File: src/sv/pfal_pkg.sv
// ----------------------------------------------------------------------------
// pfal_pkg
// Types and constants shared by the per-file access list table.
// ----------------------------------------------------------------------------
package pfal_pkg;

    localparam int OP_W     = 2;
    localparam int HANDLE_W = 7;
    localparam int UID_W    = 32;
    localparam int PERM_W   = 32;
    localparam int STATUS_W = 2;
    localparam int FILES_W  = 7;
    localparam int APB_DW   = 32;
    localparam int APB_AW   = 3;

    // register index taken from paddr[2]
    localparam logic REG_FILES_IN_USE = 1'b0;

    typedef enum logic [OP_W-1:0] {
        OP_ADD    = 2'd0,
        OP_REMOVE = 2'd1,
        OP_CHECK  = 2'd2,
        OP_NONE   = 2'd3
    } t_op;

    typedef enum logic [STATUS_W-1:0] {
        ST_OK         = 2'd0,
        ST_BAD_HANDLE = 2'd1,
        ST_FULL       = 2'd2,
        ST_NOT_FOUND  = 2'd3
    } t_status;

    typedef enum logic [2:0] {
        S_CLEAR,
        S_IDLE,
        S_LCHK,
        S_SRCH,
        S_MOVE,
        S_RESP
    } t_state;

    typedef struct packed {
        logic [UID_W-1:0]  user;
        logic [PERM_W-1:0] mask;
    } t_entry;

    typedef struct packed {
        logic uid_eq;
        logic grant;
    } t_match;

endpackage

File: src/sv/pfal_match.sv
// ----------------------------------------------------------------------------
// pfal_match
// Shared compare unit: user id equality and permission overlap of one entry.
// ----------------------------------------------------------------------------
module pfal_match (
    input  logic [pfal_pkg::UID_W-1:0]  i_uid,
    input  logic [pfal_pkg::PERM_W-1:0] i_perm,
    input  pfal_pkg::t_entry            i_entry,
    output pfal_pkg::t_match            o_match
);
    import pfal_pkg::*;

    logic w_uid_eq;
    logic w_overlap;

    assign w_uid_eq  = (i_entry.user == i_uid);
    assign w_overlap = |(i_entry.mask & i_perm);

    always_comb begin
        o_match.uid_eq = w_uid_eq;
        o_match.grant  = w_uid_eq && w_overlap;
    end

endmodule

File: config.mk
export PLATFORM = sky130hd
export DESIGN_NAME = pfal_match
export DESIGN_NICKNAME = d
export VERILOG_FILES = /design/src/sv/pfal_pkg.sv /design/src/sv/pfal_match.sv
export SDC_FILE = /design/constraint.sdc
export NUM_CORES = 1
export LEC_CHECK = 0
export BUFFER_PORTS_ARGS = -buffer_cell sky130_fd_sc_hd__buf_2
export CAP_MARGIN = 5
export CORE_AREA = 2 2 50 52
export DETAILED_ROUTE_END_ITERATION = 8
export DIE_AREA = 0 0 52 54
export PLACE_DENSITY = 0.9
export SYNTH_ARGS = -nofsm -noshare
export SYNTH_HDL_FRONTEND = slang
export SYNTH_SLANG_ARGS = --single-unit
File: constraint.sdc
create_clock -name vclk -period 2.7
set_input_delay 0.405 -clock vclk [all_inputs]
set_output_delay 0.405 -clock vclk [all_outputs]
set_load 0.01 [all_outputs]
==> flow_metrics.py <==
metrics = {
    "finish": {
        "multiInputGateArea_um2": 506.7,
        "fillers": 243,
        "diodes": 0,
        "synthToLayoutAreaGrowth_pct": 132.4,
        "regArea_um2": 0,
        "drive_above_1_share_pct": 67.88,
        "seq_cells": 0,
        "n_clock_buffer": 0,
        "nNetsFinal": 323,
    },
    "timing": {
        "timing.slew.headroom_pct": 80.41,
        "hold_viol_final": 0,
        "setup_viol": 0,
        "max_freq_ghz": 0.5140,
        "period_needed_ps": 1945,
        "timing.setup.tns_ps": 0,
        "slew_violations": 0,
        "holdWs_ps": 1257,
        "rsz0062_at_grt": "false",
        "period_share_pct": 72.05,
        "tightestPinTransition_ps": 291.2,
    },
    "routing": {
        "num_vias": 1024,
        "wl_per_cell_um": 10.12,
        "drt_iter0_markers": 9,
        "drt_drc_violations_left": 0,
        "firstDrtPassIters": 4,
        "via_per_inst": 4.592,
        "wirelength_um": 2256,
        "drt.antenna.violating_nets": 0,
    },
    "grt": {
        "antenna_found_initial": 0,
        "grt_pass1_wl_um": 2884,
        "groute.usage.overall_pct": 13.01,
        "overflow": 0,
        "grt_max_degree": 3,
        "grt_pass1_vias": 849,
    },
    "pwr": {
        "power.total_uw": 152.1,
        "cellLeakagePower_nw": 0.7035,
        "power_per_cell_area_nw_per_um2": 127.3,
        "vdd_drop_max_v": 0.00008336,
    },
    "setup_path": {
        "end_kind": "primary output",
        "path_class": "input pin to primary output",
        "cp_max_fo": 2,
        "critPathLaunchType": "input pin",
        "critPathArrivalTime_ps": 1540,
        "worstPathRequired_ps": 2300,
    },
    "die": {
        "die_width_um": 52,
        "design.die.area_um2": 2808,
        "die_h_um": 54,
        "coreArea_um2": 2320,
        "start_util_pct": 22.17,
        "row_count": 18,
        "io_pins": 130,
    },
    "synthesis": {
        "yosysMostFrequentCell": "xor2_1",
        "synth_cell_types": 9,
        "synth_nets": 192,
        "synth_common_cells": "32 x xor2_1, 8 x a22oi_1, 8 x nor4_1",
        "synth_top_area_cell": "xor2_1",
        "netlist.area_leader.share_pct": 54.50,
        "syn_area_per_cell_um2": 8.035,
        "synthCells": 64,
        "synth_area_um2": 514.2,
        "yosysWarnings": 0,
        "synth_area_leaders": "xor2_1 55%, a22oi_1 12%, nor4_1 9.7%, a221oi_1 6.8%, a22o_1 6.8%",
        "ys_seq_area_share_pct": 0,
    },
    "worst_hold_path": {
        "hold_end": "o_match[0]",
        "hp-class": "input pin to primary output",
        "hold_depth": 5,
        "hp-start": "i_perm[23]",
    },
    "placed_design": {
        "port_buffers": 130,
        "gp_congestion": 0.7429,
        "dp_hpwl_um": 2191,
    },
    "flow_run": {
        "maxCapViolCount": 0,
    },
    "clocking": {
        "post-cts-setup-buffers": 0,
        "cts_resized": 0,
        "postCtsHoldBufs": 0,
    },
    "outcome": {
        "outcome": "finished, final reports clean",
    },
}
==> critical path, cell delays in order <==
cell and delay, ps:
buf_2 100, xor2_1 150, nor4_1 320, nand4_1 170, nor2_2 130, o31a_1 140, buf_2 130
==> layer usage <==
layer  part of all wire, %  routed length (µm)  GRT usage, %
met1                    32                 722         12.42
met3                    13                 292         1.389
met5                     0                   0             0
met4                     0                   0         1.754
met2                    55                1241         29.32
==> per-stage QoR <==
stage	utilization [%]	setup slack [ps]	std cells	cell area, µm²
finish	51.51	754.5	223	1195
global route	51.51	579.7	223	1195
CTS	51.51	691.2	223	1195
detailed placement	51.51	696.0	223	1195
global placement	51.51	674.8	223	1195
floorplan	-	1060	64	514.2
==> cells by family (layout without fill, tap and decap cells) <==
family | after synthesis | in the layout | synth area share (%)
buf+inv | 1 | 130 | 1.460
compound gates | 17 | 17 | 27.01
simple gates | 14 | 14 | 17.03
xor+xnor | 32 | 32 | 54.50
==> cell usage in the layout, fill, tap and decap left out <==
| cell | netlist | routed |
|---|---|---|
| buf_2 | 0 | 130 |
| xor2_1 | 32 | 32 |
| nor4_1 | 8 | 8 |
| a22oi_1 | 8 | 8 |
| nand4_1 | 5 | 5 |
| a22o_1 | 4 | 4 |
| a221oi_1 | 4 | 4 |
| nor2_2 | 1 | 1 |
| o31a_1 | 1 | 1 |
==> report_power, final <==
group          switching, mW  total, mW  internal, mW
logic                 0.0548      0.152        0.0973
clock network              0          0             0
registers                  0          0             0
==> layout make-up <==
| type | instances | share of cell area [%] |
|---|---|---|
| timing repair buffer | 130 | 54.45 |
| multi-input combinational | 63 | 42.41 |
| tap | 30 | 3.141 |
==> how the worst max path moves through the flow <==
stage	start	end	slack [ps]	cells after the start
finish	i_uid[19]	o_match[0]	750	7
global route	i_uid[15]	o_match[0]	580	7
CTS	i_uid[19]	o_match[0]	690	7
detailed placement	i_uid[19]	o_match[0]	700	7
global placement	i_uid[19]	o_match[0]	670	7
floorplan	i_uid[31]	o_match[0]	1060	5
Note: power is estimated with default switching activity, not from simulation.
