[config.mk]
export PLATFORM = sky130hd
export DESIGN_NAME = pfal_seq
export DESIGN_NICKNAME = d
export VERILOG_FILES = /design/src/sv/pfal_pkg.sv /design/src/sv/pfal_seq.sv
export SDC_FILE = /design/constraint.sdc
export NUM_CORES = 1
export LEC_CHECK = 0
export ABC_AREA = 1
export BUFFER_PORTS_ARGS = -buffer_cell sky130_fd_sc_hd__buf_2
export CAP_MARGIN = 30
export CORE_ASPECT_RATIO = 0.8
export CORE_UTILIZATION = 50
export CTS_CLUSTER_DIAMETER = 120
export CTS_CLUSTER_SIZE = 30
export DETAILED_ROUTE_END_ITERATION = 8
export PLACE_DENSITY = 0.78
export SLEW_MARGIN = 10
export SYNTH_ARGS = -nofsm -noshare
export SYNTH_HDL_FRONTEND = slang
export SYNTH_SLANG_ARGS = --single-unit
export TNS_END_PERCENT = 30
[constraint.sdc]
create_clock -name i_clk -period 6.34 [get_ports i_clk]
set_input_delay 0.317 -clock i_clk [delete_from_list [all_inputs] [get_ports i_clk]]
set_output_delay 0.317 -clock i_clk [all_outputs]
set_load 0.05 [all_outputs]
[src/sv/pfal_pkg.sv]
// ----------------------------------------------------------------------------
// pfal_pkg
// Types and constants shared by the per-file access list table.
// ----------------------------------------------------------------------------
package pfal_pkg;

    localparam int OP_W     = 2;
    localparam int HANDLE_W = 7;
    localparam int UID_W    = 32;
    localparam int PERM_W   = 32;
    localparam int STATUS_W = 2;
    localparam int FILES_W  = 7;
    localparam int APB_DW   = 32;
    localparam int APB_AW   = 3;

    // register index taken from paddr[2]
    localparam logic REG_FILES_IN_USE = 1'b0;

    typedef enum logic [OP_W-1:0] {
        OP_ADD    = 2'd0,
        OP_REMOVE = 2'd1,
        OP_CHECK  = 2'd2,
        OP_NONE   = 2'd3
    } t_op;

    typedef enum logic [STATUS_W-1:0] {
        ST_OK         = 2'd0,
        ST_BAD_HANDLE = 2'd1,
        ST_FULL       = 2'd2,
        ST_NOT_FOUND  = 2'd3
    } t_status;

    typedef enum logic [2:0] {
        S_CLEAR,
        S_IDLE,
        S_LCHK,
        S_SRCH,
        S_MOVE,
        S_RESP
    } t_state;

    typedef struct packed {
        logic [UID_W-1:0]  user;
        logic [PERM_W-1:0] mask;
    } t_entry;

    typedef struct packed {
        logic uid_eq;
        logic grant;
    } t_match;

endpackage

[src/sv/pfal_seq.sv]
// ----------------------------------------------------------------------------
// pfal_seq
// Request sequencer: list lengths, entry walk, swap-with-last removal.
// ----------------------------------------------------------------------------
module pfal_seq #(
    parameter int FILE_SLOTS = 64,
    parameter int LIST_DEPTH = 8,
    parameter int ENT_W      = 9
) (
    input  logic                          i_clk,
    input  logic                          i_rst_n,
    input  logic                          i_start,
    input  logic [pfal_pkg::OP_W-1:0]     i_operation,
    input  logic [pfal_pkg::HANDLE_W-1:0] i_handle,
    input  logic [pfal_pkg::UID_W-1:0]    i_uid,
    input  logic [pfal_pkg::PERM_W-1:0]   i_perm,
    input  logic [pfal_pkg::FILES_W-1:0]  i_files_in_use,
    input  pfal_pkg::t_match              i_match,
    input  pfal_pkg::t_entry              i_rdata,
    output logic                          o_busy,
    output logic                          o_valid,
    output logic [pfal_pkg::STATUS_W-1:0] o_status,
    output logic                          o_granted,
    output logic [pfal_pkg::UID_W-1:0]    o_uid,
    output logic [pfal_pkg::PERM_W-1:0]   o_perm,
    output logic                          o_we,
    output logic [ENT_W-1:0]              o_waddr,
    output pfal_pkg::t_entry              o_wdata,
    output logic [ENT_W-1:0]              o_raddr
);
    import pfal_pkg::*;

    localparam int SLOT_W = (FILE_SLOTS > 1) ? $clog2(FILE_SLOTS) : 1;
    localparam int OFF_W  = (LIST_DEPTH > 1) ? $clog2(LIST_DEPTH) : 1;
    localparam int LEN_W  = $clog2(LIST_DEPTH + 1);
    localparam int FS_W   = $clog2(FILE_SLOTS + 1);
    localparam int CMP_W  = (FS_W > HANDLE_W) ? FS_W : HANDLE_W;

    t_state              r_state, n_state;
    t_op                 r_op;
    logic [SLOT_W-1:0]   r_slot;
    logic [ENT_W-1:0]    r_base;
    logic [UID_W-1:0]    r_uid;
    logic [PERM_W-1:0]   r_perm;
    logic [LEN_W-1:0]    r_len_q;
    logic [OFF_W-1:0]    r_idx, n_idx;
    logic [OFF_W-1:0]    r_hit, n_hit;
    t_status             r_status, n_status;
    logic                r_granted, n_granted;
    logic [SLOT_W-1:0]   r_clr_idx;
    logic [LEN_W-1:0]    r_len_mem [FILE_SLOTS];

    logic                w_accept;
    logic                w_handle_ok;
    logic [SLOT_W-1:0]   w_slot_in;
    logic [OFF_W-1:0]    w_last_off;
    logic                w_last;
    logic                w_len_we;
    logic [SLOT_W-1:0]   w_len_waddr;
    logic [LEN_W-1:0]    w_len_wdata;
    logic [SLOT_W-1:0]   w_len_raddr;

    assign w_accept    = i_start && (r_state == S_IDLE);
    assign w_handle_ok = (CMP_W'(i_handle) < CMP_W'(FILE_SLOTS)) &&
                         (i_handle < i_files_in_use);
    assign w_slot_in   = SLOT_W'(CMP_W'(i_handle));
    assign w_last_off  = OFF_W'(r_len_q - LEN_W'(1));
    assign w_last      = (r_idx == w_last_off);

    always_comb begin
        n_state = r_state;
        unique case (r_state)
            S_CLEAR: begin
                if (r_clr_idx == SLOT_W'(FILE_SLOTS - 1)) begin
                    n_state = S_IDLE;
                end
            end
            S_IDLE: begin
                if (i_start) begin
                    if ((t_op'(i_operation) == OP_NONE) || !w_handle_ok) begin
                        n_state = S_RESP;
                    end else begin
                        n_state = S_LCHK;
                    end
                end
            end
            S_LCHK: begin
                if ((r_op == OP_ADD) || (r_len_q == '0)) begin
                    n_state = S_RESP;
                end else begin
                    n_state = S_SRCH;
                end
            end
            S_SRCH: begin
                priority if ((r_op == OP_REMOVE) && i_match.uid_eq) begin
                    n_state = S_MOVE;
                end else if ((r_op == OP_CHECK) && i_match.grant) begin
                    n_state = S_RESP;
                end else if (w_last) begin
                    n_state = S_RESP;
                end
            end
            S_MOVE:  n_state = S_RESP;
            S_RESP:  n_state = S_IDLE;
            default: n_state = S_IDLE;
        endcase
    end

    always_comb begin
        n_status    = r_status;
        n_granted   = r_granted;
        n_idx       = r_idx;
        n_hit       = r_hit;
        o_we        = 1'b0;
        o_waddr     = r_base;
        o_wdata     = i_rdata;
        o_raddr     = r_base;
        w_len_we    = 1'b0;
        w_len_waddr = r_slot;
        w_len_wdata = '0;
        w_len_raddr = r_slot;
        unique case (r_state)
            S_CLEAR: begin
                w_len_we    = 1'b1;
                w_len_waddr = r_clr_idx;
            end
            S_IDLE: begin
                w_len_raddr = w_slot_in;
                n_granted   = 1'b0;
                if ((t_op'(i_operation) != OP_NONE) && !w_handle_ok) begin
                    n_status = ST_BAD_HANDLE;
                end else begin
                    n_status = ST_OK;
                end
            end
            S_LCHK: begin
                n_idx = '0;
                if (r_op == OP_ADD) begin
                    if (r_len_q == LEN_W'(LIST_DEPTH)) begin
                        n_status = ST_FULL;
                    end else begin
                        o_we         = 1'b1;
                        o_waddr      = r_base + ENT_W'(OFF_W'(r_len_q));
                        o_wdata.user = r_uid;
                        o_wdata.mask = r_perm;
                        w_len_we     = 1'b1;
                        w_len_wdata  = r_len_q + LEN_W'(1);
                    end
                end else if ((r_len_q == '0) && (r_op == OP_REMOVE)) begin
                    n_status = ST_NOT_FOUND;
                end
            end
            S_SRCH: begin
                o_raddr = r_base + ENT_W'(r_idx);
                priority if ((r_op == OP_REMOVE) && i_match.uid_eq) begin
                    n_hit   = r_idx;
                    o_raddr = r_base + ENT_W'(w_last_off);
                end else if ((r_op == OP_CHECK) && i_match.grant) begin
                    n_granted = 1'b1;
                end else if (w_last) begin
                    if (r_op == OP_REMOVE) begin
                        n_status = ST_NOT_FOUND;
                    end
                end else begin
                    n_idx   = r_idx + OFF_W'(1);
                    o_raddr = r_base + ENT_W'(r_idx + OFF_W'(1));
                end
            end
            S_MOVE: begin
                o_we        = 1'b1;
                o_waddr     = r_base + ENT_W'(r_hit);
                w_len_we    = 1'b1;
                w_len_wdata = r_len_q - LEN_W'(1);
            end
            S_RESP: begin
            end
            default: begin
            end
        endcase
    end

    always_ff @(posedge i_clk) begin
        if (!i_rst_n) begin
            r_state   <= S_CLEAR;
            r_clr_idx <= '0;
            r_status  <= ST_OK;
            r_granted <= 1'b0;
        end else begin
            r_state   <= n_state;
            r_status  <= n_status;
            r_granted <= n_granted;
            if (r_state == S_CLEAR) begin
                r_clr_idx <= r_clr_idx + SLOT_W'(1);
            end
        end
    end

    always_ff @(posedge i_clk) begin
        r_idx <= n_idx;
        r_hit <= n_hit;
        if (w_accept) begin
            r_op   <= t_op'(i_operation);
            r_slot <= w_slot_in;
            r_base <= ENT_W'(w_slot_in) * ENT_W'(LIST_DEPTH);
            r_uid  <= i_uid;
            r_perm <= i_perm;
        end
    end

    always_ff @(posedge i_clk) begin
        if (w_len_we) begin
            r_len_mem[w_len_waddr] <= w_len_wdata;
        end
        r_len_q <= r_len_mem[w_len_raddr];
    end

    assign o_busy    = (r_state != S_IDLE);
    assign o_valid   = (r_state == S_RESP);
    assign o_status  = r_status;
    assign o_granted = r_granted;
    assign o_uid     = r_uid;
    assign o_perm    = r_perm;

`ifndef ASSERT_OFF
    a_resp_one_cycle: assert property (@(posedge i_clk) disable iff (!i_rst_n)
        (r_state == S_RESP) |=> (r_state == S_IDLE))
        else $error("result strobe held past one cycle");

    a_nop_fast: assert property (@(posedge i_clk) disable iff (!i_rst_n)
        (w_accept && (t_op'(i_operation) == OP_NONE)) |=>
        ((r_state == S_RESP) && (r_status == ST_OK) && !r_granted))
        else $error("unused operation code not answered directly");

    a_len_bound: assert property (@(posedge i_clk) disable iff (!i_rst_n)
        w_len_we |-> (w_len_wdata <= LEN_W'(LIST_DEPTH)))
        else $error("list length written past depth");

    a_srch_nonempty: assert property (@(posedge i_clk) disable iff (!i_rst_n)
        (r_state == S_SRCH) |-> ((r_len_q != '0) && (r_op != OP_ADD)))
        else $error("walk over an empty list or for add");

    a_grant_check_only: assert property (@(posedge i_clk) disable iff (!i_rst_n)
        (o_valid && o_granted) |-> ((r_op == OP_CHECK) && (r_status == ST_OK)))
        else $error("grant reported for a request other than check");
`endif

endmodule

==> results.sh, run 1 <==
export IMPL_synth_distinct_cells=38
export IMPL_dp_hpwl_um=30400
export IMPL_fmax_ghz=0.279
export IMPL_yosysSeqAreaShare_pct=64.3
export IMPL_ctsResizeCount=0
export IMPL_slowest_stage="nand2_4"
export IMPL_grt_max_degree=85
export IMPL_drt_iter0_drc=1532
export IMPL_period_minus_slack_ps=3580
export IMPL_start_util_pct=51.0
export IMPL_ys_warn_count=0
export IMPL_cts_tree="done"
export IMPL_path_buf_inv=2
export IMPL_grt_setup_unrepaired="false"
export IMPL_synth_top_area_cell="edfxtp_1"
export IMPL_die_w_um=203
export IMPL_antenna_found_initial=0
export IMPL_clock_latency_ps=500
export IMPL_worstHoldStart="i_handle[2]"
export IMPL_worstReg2RegEnd="r_len_q[0]"
export IMPL_cts_root_buf="clkbuf_16"
export IMPL_die_area_um2=32900
export IMPL_firstDrtPassIters=6
export IMPL_fin_area_um2=19100
export IMPL_synth_nets=1812
export IMPL_rows=58
export IMPL_yosys_area_top_type_share_pct=62.3
export IMPL_cts_buffers=15
export IMPL_ys_ff_latch=350
export IMPL_ant_nets=0
export IMPL_fin_worst_skew_ps=23.2
export IMPL_overflow=0
export IMPL_slowest_delay_ps=590
export IMPL_hold_viol=0
export IMPL_gp_congestion=0.920
export IMPL_vias_per_cell=5.39
export IMPL_powerDensity_nw_per_um2=204
export IMPL_cp_end_kind="flip-flop"
export IMPL_tightest_slew_ps=982
export IMPL_vdd_drop_max_uv=180
export IMPL_crit_type="reg2reg"
export IMPL_grt_pass1_vias=12100
export IMPL_leakage_nw=8.44
export IMPL_drc=0
export IMPL_cts_sinks=350
export IMPL_syn_avg_cell_area_um2=9.74
export IMPL_path_max_fanout=78
export IMPL_yosys_top_cells_area="edfxtp_1 (62%), nand2_1 (12%), nand3_1 (7.6%)"
export IMPL_syn_inst=1653
export IMPL_reg2reg_slack_ps=2760
export IMPL_setup_ws_ps=2760
export IMPL_syn_to_final_growth_pct=18.7
export IMPL_netlist_area_um2=16100
export IMPL_fill_cells=2541
export IMPL_worstSetupStartpointType="flip-flop"
export IMPL_via_count=13000
export IMPL_relSlewSlack_pct=34.6
export IMPL_grt_usage_pct=27.1
export IMPL_path_cells="nand3_4 -> nand2_1 -> buf_4 -> nand2_4 -> buf_4 -> or2_1 -> nand3_1 -> nand3_1 -> nand3_1 -> nand3_1 -> nand3_1 -> nand2_1"
export IMPL_clock_path_buffers=3
export IMPL_cap_violations=0
export IMPL_die_y_um=163
export IMPL_crit_family="simple AND/OR/NAND/NOR gates"
export IMPL_min_to="r_base[5]"
export IMPL_postCtsSetupBuffers=0
export IMPL_diodes=0
export IMPL_drive_above_1_share_pct=18.0
export IMPL_wirelength_um=46100
export IMPL_cpMostUsedCell="nand3_1"
export IMPL_cts_htree_levels=1
export IMPL_finalMaxSlewViolations=0
export IMPL_io_buffers=300
export IMPL_dpl_worst_slack_ps=2490
export IMPL_hp_class="in2reg"
export IMPL_p_total_mw=3.91
export IMPL_placement_cell_area_um2=18000
export IMPL_nets=2143
export IMPL_postCtsHoldBufs=65
export IMPL_design_core_area_um2=31600
export IMPL_grt_pass1_wl_um=68500
export IMPL_r2r_start="r_state[0]"
export IMPL_crit_start="r_state[0]"
export IMPL_holdPathStages=1
export IMPL_ioPinCount=301
export IMPL_fin_crit_sh_pct=56.4
export IMPL_rr_worst_depth=12
export IMPL_setup_tns_ps=0
export IMPL_critPathArrivalTime_ps=3960
export IMPL_clkTransAtPathRegs_ps=120
export IMPL_finalSetupViolCount=0
export IMPL_status="finished, final reports clean"
export IMPL_wl_per_cell_um=19.1
export IMPL_required_ps=6730
[per-layer routing]
layer  GRT usage (%)  routed length (um)  vias up
met2            41.2               20600      785
met5               0                   0        -
li1                -                   -     6064
met4            7.45                1270        0
met3            6.78                5500       87
met1            38.9               18700     6058
[worst max path at each step]
stage,slack [ps],cells after the start,to
floorplan,1950,4,o_perm[0]
global placement,2610,9,r_len_mem[22][0]
detailed placement,2490,9,r_len_mem[54][1]
CTS,2450,9,r_len_mem[30][3]
global route,2620,13,r_len_q[0]
finish,2760,12,r_len_q[0]
[report_power, final]
group / leakage [nW] / internal (mW) / switching [mW]
logic: 5.05 / 0.0939 / 0.172
registers: 3.19 / 2.51 / 0.00323
clock network: 0.202 / 0.458 / 0.672
[cell usage after synthesis (all sizes together)]
master / count
buf: 39
clkbuf: 28
dfxtp: 16
inv: 241
or2: 6
or3: 1
o211a: 1
edfxtp: 334
o21ai: 26
o21a: 1
a21oi: 15
o22ai: 4
xnor2: 3
ha: 10
nand3b: 36
o211ai: 2
xor2: 8
nand3: 244
nand2: 513
a22o: 1
nor2: 102
and3: 1
nor3: 10
nand4: 8
a31oi: 3
[state kept, by name, summed over array words and instances (netlist names), 3 cells and up]
signal,flops
o_perm,32
o_uid,32
r_base,6
r_clr_idx,6
r_hit,3
r_idx,3
r_len_mem,256
r_len_q,4
r_state,3
[through the flow]
step / cells / util (%) / hold slack, ps
after floorplan: 1653 / - / 415
after global placement: 2319 / 57.0 / 434
after detailed placement: 2320 / 57.1 / 447
after CTS: 2410 / 60.5 / 7.13
after global routing: 2412 / 60.6 / 4.73
final: 2412 / 60.6 / 24.8
[worst reg2reg max path: cells and delay by family (launching register included)]
kind                   cells  cell delay (ps)
buffers and inverters      2              980
and+or+nand+nor           10             2010
DFF                        1              460
[layout make-up]
| class | count | area [um2] | share of cell area [%] |
|---|---|---|---|
| timing repair buffer | 381 | 2290 | 12.0 |
| tap | 420 | 526 | 2.75 |
| clock inverter | 1 | 11.3 | 0.0589 |
| inverter | 241 | 905 | 4.73 |
| sequential | 350 | 10300 | 54.1 |
| clock buffer | 24 | 409 | 2.14 |
| multi-input combinational | 995 | 4630 | 24.2 |
[cells by family after synthesis]
kind of cell             after synthesis  synth area share, %
AND/OR/NAND/NOR                      921                 24.7
flip-flops                           350                 64.3
buffers and inverters                308                 7.59
AO/OA/AOI/OAI                         53                 2.06
XOR/XNOR                              11                0.598
adder cells (fa/ha/maj)               10                0.777
[cell usage in the layout, fill, tap and decap left out, types with 4 or more instances in the layout]
master	netlist	layout
nand3b_1	36	36
o21ai_2	7	4
a21oi_1	14	13
clkbuf_1	28	9
ha_1	10	10
clkbuf_16	0	15
nor3_1	9	9
buf_4	8	13
o21ai_4	1	6
dfxtp_1	16	16
buf_2	29	300
nand3_1	243	243
nand2_1	512	512
or2_1	5	5
o21ai_0	15	14
nor2_1	100	99
nand4_1	8	8
inv_1	235	235
xor2_1	8	8
dlygate4sd3_1	0	65
edfxtp_1	334	334
inv_2	6	6
Note: power is estimated with default switching activity, not from simulation.
==> run 2: changes to the inputs <==
Clock period 6.34 ns to 3.45 ns, I/O delays scaled along.
==> results.sh, run 2 (synthesized netlist as in run 1, its figures left out) <==
export IMPL_period_minus_slack_ps=3280
export IMPL_grt_pass1_vias=12100
export IMPL_finish_utilization_pct=61.4
export IMPL_firstDrtPassIters=6
export IMPL_ioPinCount=301
export IMPL_vias_per_cell=5.43
export IMPL_cpMostUsedCell="nand2_1"
export IMPL_path_max_fanout=64
export IMPL_fmax_ghz=0.305
export IMPL_grt_usage_pct=28.5
export IMPL_wirelength_um=48500
export IMPL_die_area_um2=32900
export IMPL_final_cell_mix="nand2_1 (512), edfxtp_1 (334), buf_2 (300), nand3_1 (243), inv_1 (235)"
export IMPL_via_count=13200
export IMPL_rows=58
export IMPL_path_cells="inv_1 -> ha_1 -> nand2_1 -> o21ai_4 -> inv_2 -> buf_4 -> nand2_1 -> nand2_1 -> buf_2"
export IMPL_reg2reg_slack_ps=610
export IMPL_fin_worst_skew_ps=26.0
export IMPL_nets=2161
export IMPL_fin_crit_sh_pct=95.1
export IMPL_drt_iter0_drc=1710
export IMPL_hold_viol=0
export IMPL_die_w_um=203
export IMPL_cts_htree_levels=1
export IMPL_crit_type="reg2out"
export IMPL_postCtsSetupBuffers=0
export IMPL_overflow=0
export IMPL_io_buffers=300
export IMPL_relSlewSlack_pct=34.8
export IMPL_slowest_delay_ps=590
export IMPL_start_util_pct=51.0
export IMPL_grt_pass1_wl_um=70600
export IMPL_clock_latency_ps=530
export IMPL_grt_setup_unrepaired="false"
export IMPL_drive_above_1_share_pct=18.4
export IMPL_dpl_worst_slack_ps=667
export IMPL_antenna_found_initial=0
export IMPL_grt_max_degree=72
export IMPL_worstSetupStartpointType="flip-flop"
export IMPL_setup_ws_ps=168
export IMPL_clkTransAtPathRegs_ps=120
export IMPL_leakage_nw=8.55
export IMPL_design_core_area_um2=31600
export IMPL_syn_to_final_growth_pct=20.4
export IMPL_cts_buffers=15
export IMPL_drc=0
export IMPL_powerDensity_nw_per_um2=372
export IMPL_cts_tree="done"
export IMPL_largest_register="r_len_mem"
export IMPL_clock_path_buffers=3
export IMPL_wl_per_cell_um=20.0
export IMPL_gp_congestion=0.999
export IMPL_tightest_slew_ps=967
export IMPL_finalMaxSlewViolations=0
export IMPL_cts_root_buf="clkbuf_16"
export IMPL_fill_cells=2551
export IMPL_hp_class="in2reg"
export IMPL_die_y_um=163
export IMPL_ant_nets=0
export IMPL_status="finished, final reports clean"
export IMPL_finalSetupViolCount=0
export IMPL_slowest_stage="buf_4"
export IMPL_dp_hpwl_um=32800
export IMPL_largest_reg_flops=256
export IMPL_vdd_drop_max_uv=334
export IMPL_critPathArrivalTime_ps=3110
export IMPL_layout_commonest_cell="nand2_1"
export IMPL_cap_violations=0
export IMPL_cts_sinks=350
export IMPL_required_ps=3280
export IMPL_cp_end_kind="output pin"
-- run 2: cell count changes in the layout (fill, tap and decap cells not counted) --
cell and delta:
buf_4 +3, dlygate4sd3_1 +8, buf_12 +8, clkbuf_1 -1
buf_16 +1, diode_2 +1, nor3_1 -1, nor3_2 +1
buf_8 -1, clkbuf_4 -1
-- run 2: worst paths after layout --
kind / startpoint / endpoint / cells after the start
worst min register to register: o_status[1] / o_status[1] / 2
worst max register to register: r_len_q[0] / r_len_mem[23][0] / 9
worst min-delay path: i_match[0] / o_granted / 5
worst max-delay path: r_len_q[0] / o_wdata[42] / 9
-- run 2: per-layer routing --
metal	GRT usage [%]	share of wire (%)	vias to the layer above
met5	0	0	-
met4	13.4	5.1	0
met3	5.74	11	120
met2	43.6	45	825
met1	39.4	39	6161
li1	-	-	6097
-- run 2: worst max-delay path: cells and delay by family (launching register included) --
family | cells | cell delay [ps]
and+or+nand+nor | 3 | 620
DFF | 1 | 490
adders and majority gates | 1 | 240
buffers and inverters | 4 | 1120
AOI/OAI and AO/OA | 1 | 70
-- run 2: through the flow --
stage | cells | hold slack (ps) | power, mW | TNS, ps | area [um2]
final | 2430 | 70.6 | 7.21 | 0 | 19400
after global routing | 2429 | 102 | 7.39 | 0 | 19400
after CTS | 2429 | 66.4 | 7.23 | 0 | 19400
after detailed placement | 2332 | 351 | 5.14 | 0 | 18200
after global placement | 2331 | 349 | 5.13 | 0 | 18200
after floorplan | 1653 | 270 | 4.95 | -1140 | 16100
-- run 2: repair_timing --
item,4_1_cts,5_1_grt
endpoints found under the hold margin,78,0
endpoints found under the setup margin,0,1
gates resized for setup,0,1
hold buffers,73,0
-- run 2: layout make-up --
| class | count | area, um2 | share of cell area [%] |
|---|---|---|---|
| clock buffers | 23 | 405 | 2.09 |
| inverters | 241 | 905 | 4.66 |
| multi-input cells | 995 | 4630 | 23.9 |
| diodes | 1 | 2.50 | 0.0129 |
| flip-flops and latches | 350 | 10300 | 53.4 |
| clock inverters | 1 | 11.3 | 0.0581 |
| well taps | 420 | 526 | 2.71 |
| repair buffers | 399 | 2560 | 13.2 |
-- run 2: where the power goes --
group | switching [mW] | total (mW) | leakage, nW | internal (mW)
registers | 0.00647 | 4.62 | 3.19 | 4.61
clock network | 1.26 | 2.09 | 0.200 | 0.837
logic | 0.321 | 0.501 | 5.16 | 0.181
total | 1.58 | 7.21 | 8.55 | 5.63
==> run 3: changes to the inputs <==
Settings changed: CTS_BUF_LIST set to sky130_fd_sc_hd__clkbuf_8.
==> results.sh, run 3 (synthesized netlist as in run 1, its figures left out) <==
export IMPL_vias_per_cell=5.44
export IMPL_grt_max_degree=72
export IMPL_cpMostUsedCell="nand2_1"
export IMPL_worstSetupStartpointType="flip-flop"
export IMPL_required_ps=3280
export IMPL_slowest_delay_ps=710
export IMPL_design_core_area_um2=31600
export IMPL_postCtsSetupBuffers=0
export IMPL_final_cell_mix="nand2_1 (512), edfxtp_1 (334), buf_2 (300), inv_1 (243), nand3_1 (243)"
export IMPL_dp_cells=2332
export IMPL_die_y_um=163
export IMPL_start_util_pct=51.0
export IMPL_setup_ws_ps=201
export IMPL_clkTransAtPathRegs_ps=180
export IMPL_cp_end_kind="output pin"
export IMPL_critPathArrivalTime_ps=3080
export IMPL_leakage_nw=8.51
export IMPL_grt_pass1_wl_um=70400
export IMPL_gp_congestion=0.999
export IMPL_dpl_worst_slack_ps=667
export IMPL_diodes=0
export IMPL_clock_latency_ps=590
export IMPL_antenna_found_initial=0
export IMPL_powerDensity_nw_per_um2=351
export IMPL_io_buffers=300
export IMPL_path_max_fanout=71
export IMPL_nets=2162
export IMPL_cts_buffers=15
export IMPL_placement_cell_area_um2=18200
export IMPL_grt_pass1_vias=12100
export IMPL_crit_path_end="o_wdata[36]"
export IMPL_relSlewSlack_pct=39.9
export IMPL_ioPinCount=301
export IMPL_firstDrtPassIters=8
export IMPL_drive_above_1_share_pct=18.5
export IMPL_largest_reg_flops=256
export IMPL_fin_worst_skew_ps=32.9
export IMPL_via_count=13200
export IMPL_hp_class="in2reg"
export IMPL_fin_crit_sh_pct=94.2
export IMPL_p_total_mw=6.75
export IMPL_cts_root_buf="clkbuf_8"
export IMPL_worstReg2RegEnd="r_len_mem[28][0]"
export IMPL_fmax_ghz=0.308
export IMPL_ant_nets=0
export IMPL_finalSetupViolCount=0
export IMPL_drc=0
export IMPL_finalMaxSlewViolations=0
export IMPL_dp_hpwl_um=32800
export IMPL_die_w_um=203
export IMPL_clock_path_buffers=3
export IMPL_cts_tree="done"
export IMPL_crit_family="buffers and inverters"
export IMPL_slowest_stage="buf_4"
export IMPL_largest_register="r_len_mem"
export IMPL_period_minus_slack_ps=3250
export IMPL_rows=58
export IMPL_cts_sinks=350
export IMPL_hold_ws_ps=30.9
export IMPL_fill_cells=2577
export IMPL_reg2reg_slack_ps=590
export IMPL_drt_iter0_drc=1664
export IMPL_layoutNonFillerInstCount=2430
export IMPL_die_area_um2=32900
export IMPL_setup_tns_ps=0
export IMPL_finish_utilization_pct=60.9
export IMPL_crit_type="reg2out"
export IMPL_fin_area_um2=19200
export IMPL_wl_per_cell_um=19.9
export IMPL_path_cells="inv_1 -> ha_1 -> nand2_1 -> o21ai_4 -> buf_4 -> nand2_1 -> nand2_1 -> buf_2"
export IMPL_layout_commonest_cell="nand2_1"
export IMPL_status="finished, final reports clean"
export IMPL_r2r_start="r_state[0]"
export IMPL_cp_depth=8
export IMPL_path_buf_inv=3
export IMPL_rr_worst_depth=8
export IMPL_grt_usage_pct=28.5
export IMPL_cts_htree_levels=1
export IMPL_overflow=0
export IMPL_syn_to_final_growth_pct=19.4
export IMPL_cap_violations=0
export IMPL_tightest_slew_ps=892
export IMPL_wirelength_um=48300
export IMPL_crit_start="r_len_q[0]"
export IMPL_hold_viol=0
export IMPL_vdd_drop_max_uv=269
export IMPL_grt_setup_unrepaired="false"
## run 3: cell count changes in the layout (fill, tap and decap cells not counted)
cell and delta:
clkbuf_16 -15, clkbuf_8 +15, clkbuf_1 -8, inv_1 +8
dfxtp_1 -1, dfxtp_2 +1, diode_2 -1, dlygate4sd3_1 +1
## run 3: timing repair
action                     in CTS  in global routing
resized for setup               0                  2
hold buffers                   74                  0
hold endpoints to repair       79                  0
setup endpoints to repair       0                  3
## run 3: worst reg2reg max path, stage by stage (launching register included)
cell     delay (ps)
dfxtp_1         400
nor2_1          190
inv_2            70
nor2_4          180
inv_2           150
or2_1           260
o21ai_2         110
nand3_1         590
nor2_1          560
## run 3: final cells by class
class,instances,area (um2),area share [%]
inverters,241,905,4.70
flip-flops and latches,350,10400,53.8
clock buffers,15,206,1.07
repair buffers,400,2570,13.4
well taps,420,526,2.73
multi-input cells,995,4630,24.1
clock inverters,9,41.3,0.215
## run 3: routing by layer
| layer | up-vias | part of all wire (%) | wire (um) | GRT usage, % |
|---|---|---|---|---|
| met2 | 834 | 45 | 21700 | 43.6 |
| met1 | 6156 | 39 | 18800 | 39.2 |
| met5 | - | 0 | 0 | 0 |
| met4 | 0 | 5.3 | 2560 | 13.3 |
| met3 | 136 | 11 | 5150 | 6.04 |
| li1 | 6089 | - | - | - |
## run 3: where the power goes
part / internal [mW] / switching, mW
clock network: 0.422 / 1.21
registers: 4.61 / 0.00679
logic: 0.182 / 0.321
total: 5.21 / 1.54
## run 3: how the worst min path moves through the flow
stage | cells past startpoint | slack (ps) | start | end
floorplan | 2 | 270 | i_rst_n | o_granted
global placement | 1 | 350 | i_uid[1] | o_uid[1]
detailed placement | 1 | 350 | i_uid[0] | o_uid[0]
CTS | 3 | 20 | i_match[1] | r_hit[2]
global route | 3 | 40 | i_match[1] | r_hit[1]
finish | 3 | 30 | i_match[1] | r_hit[2]
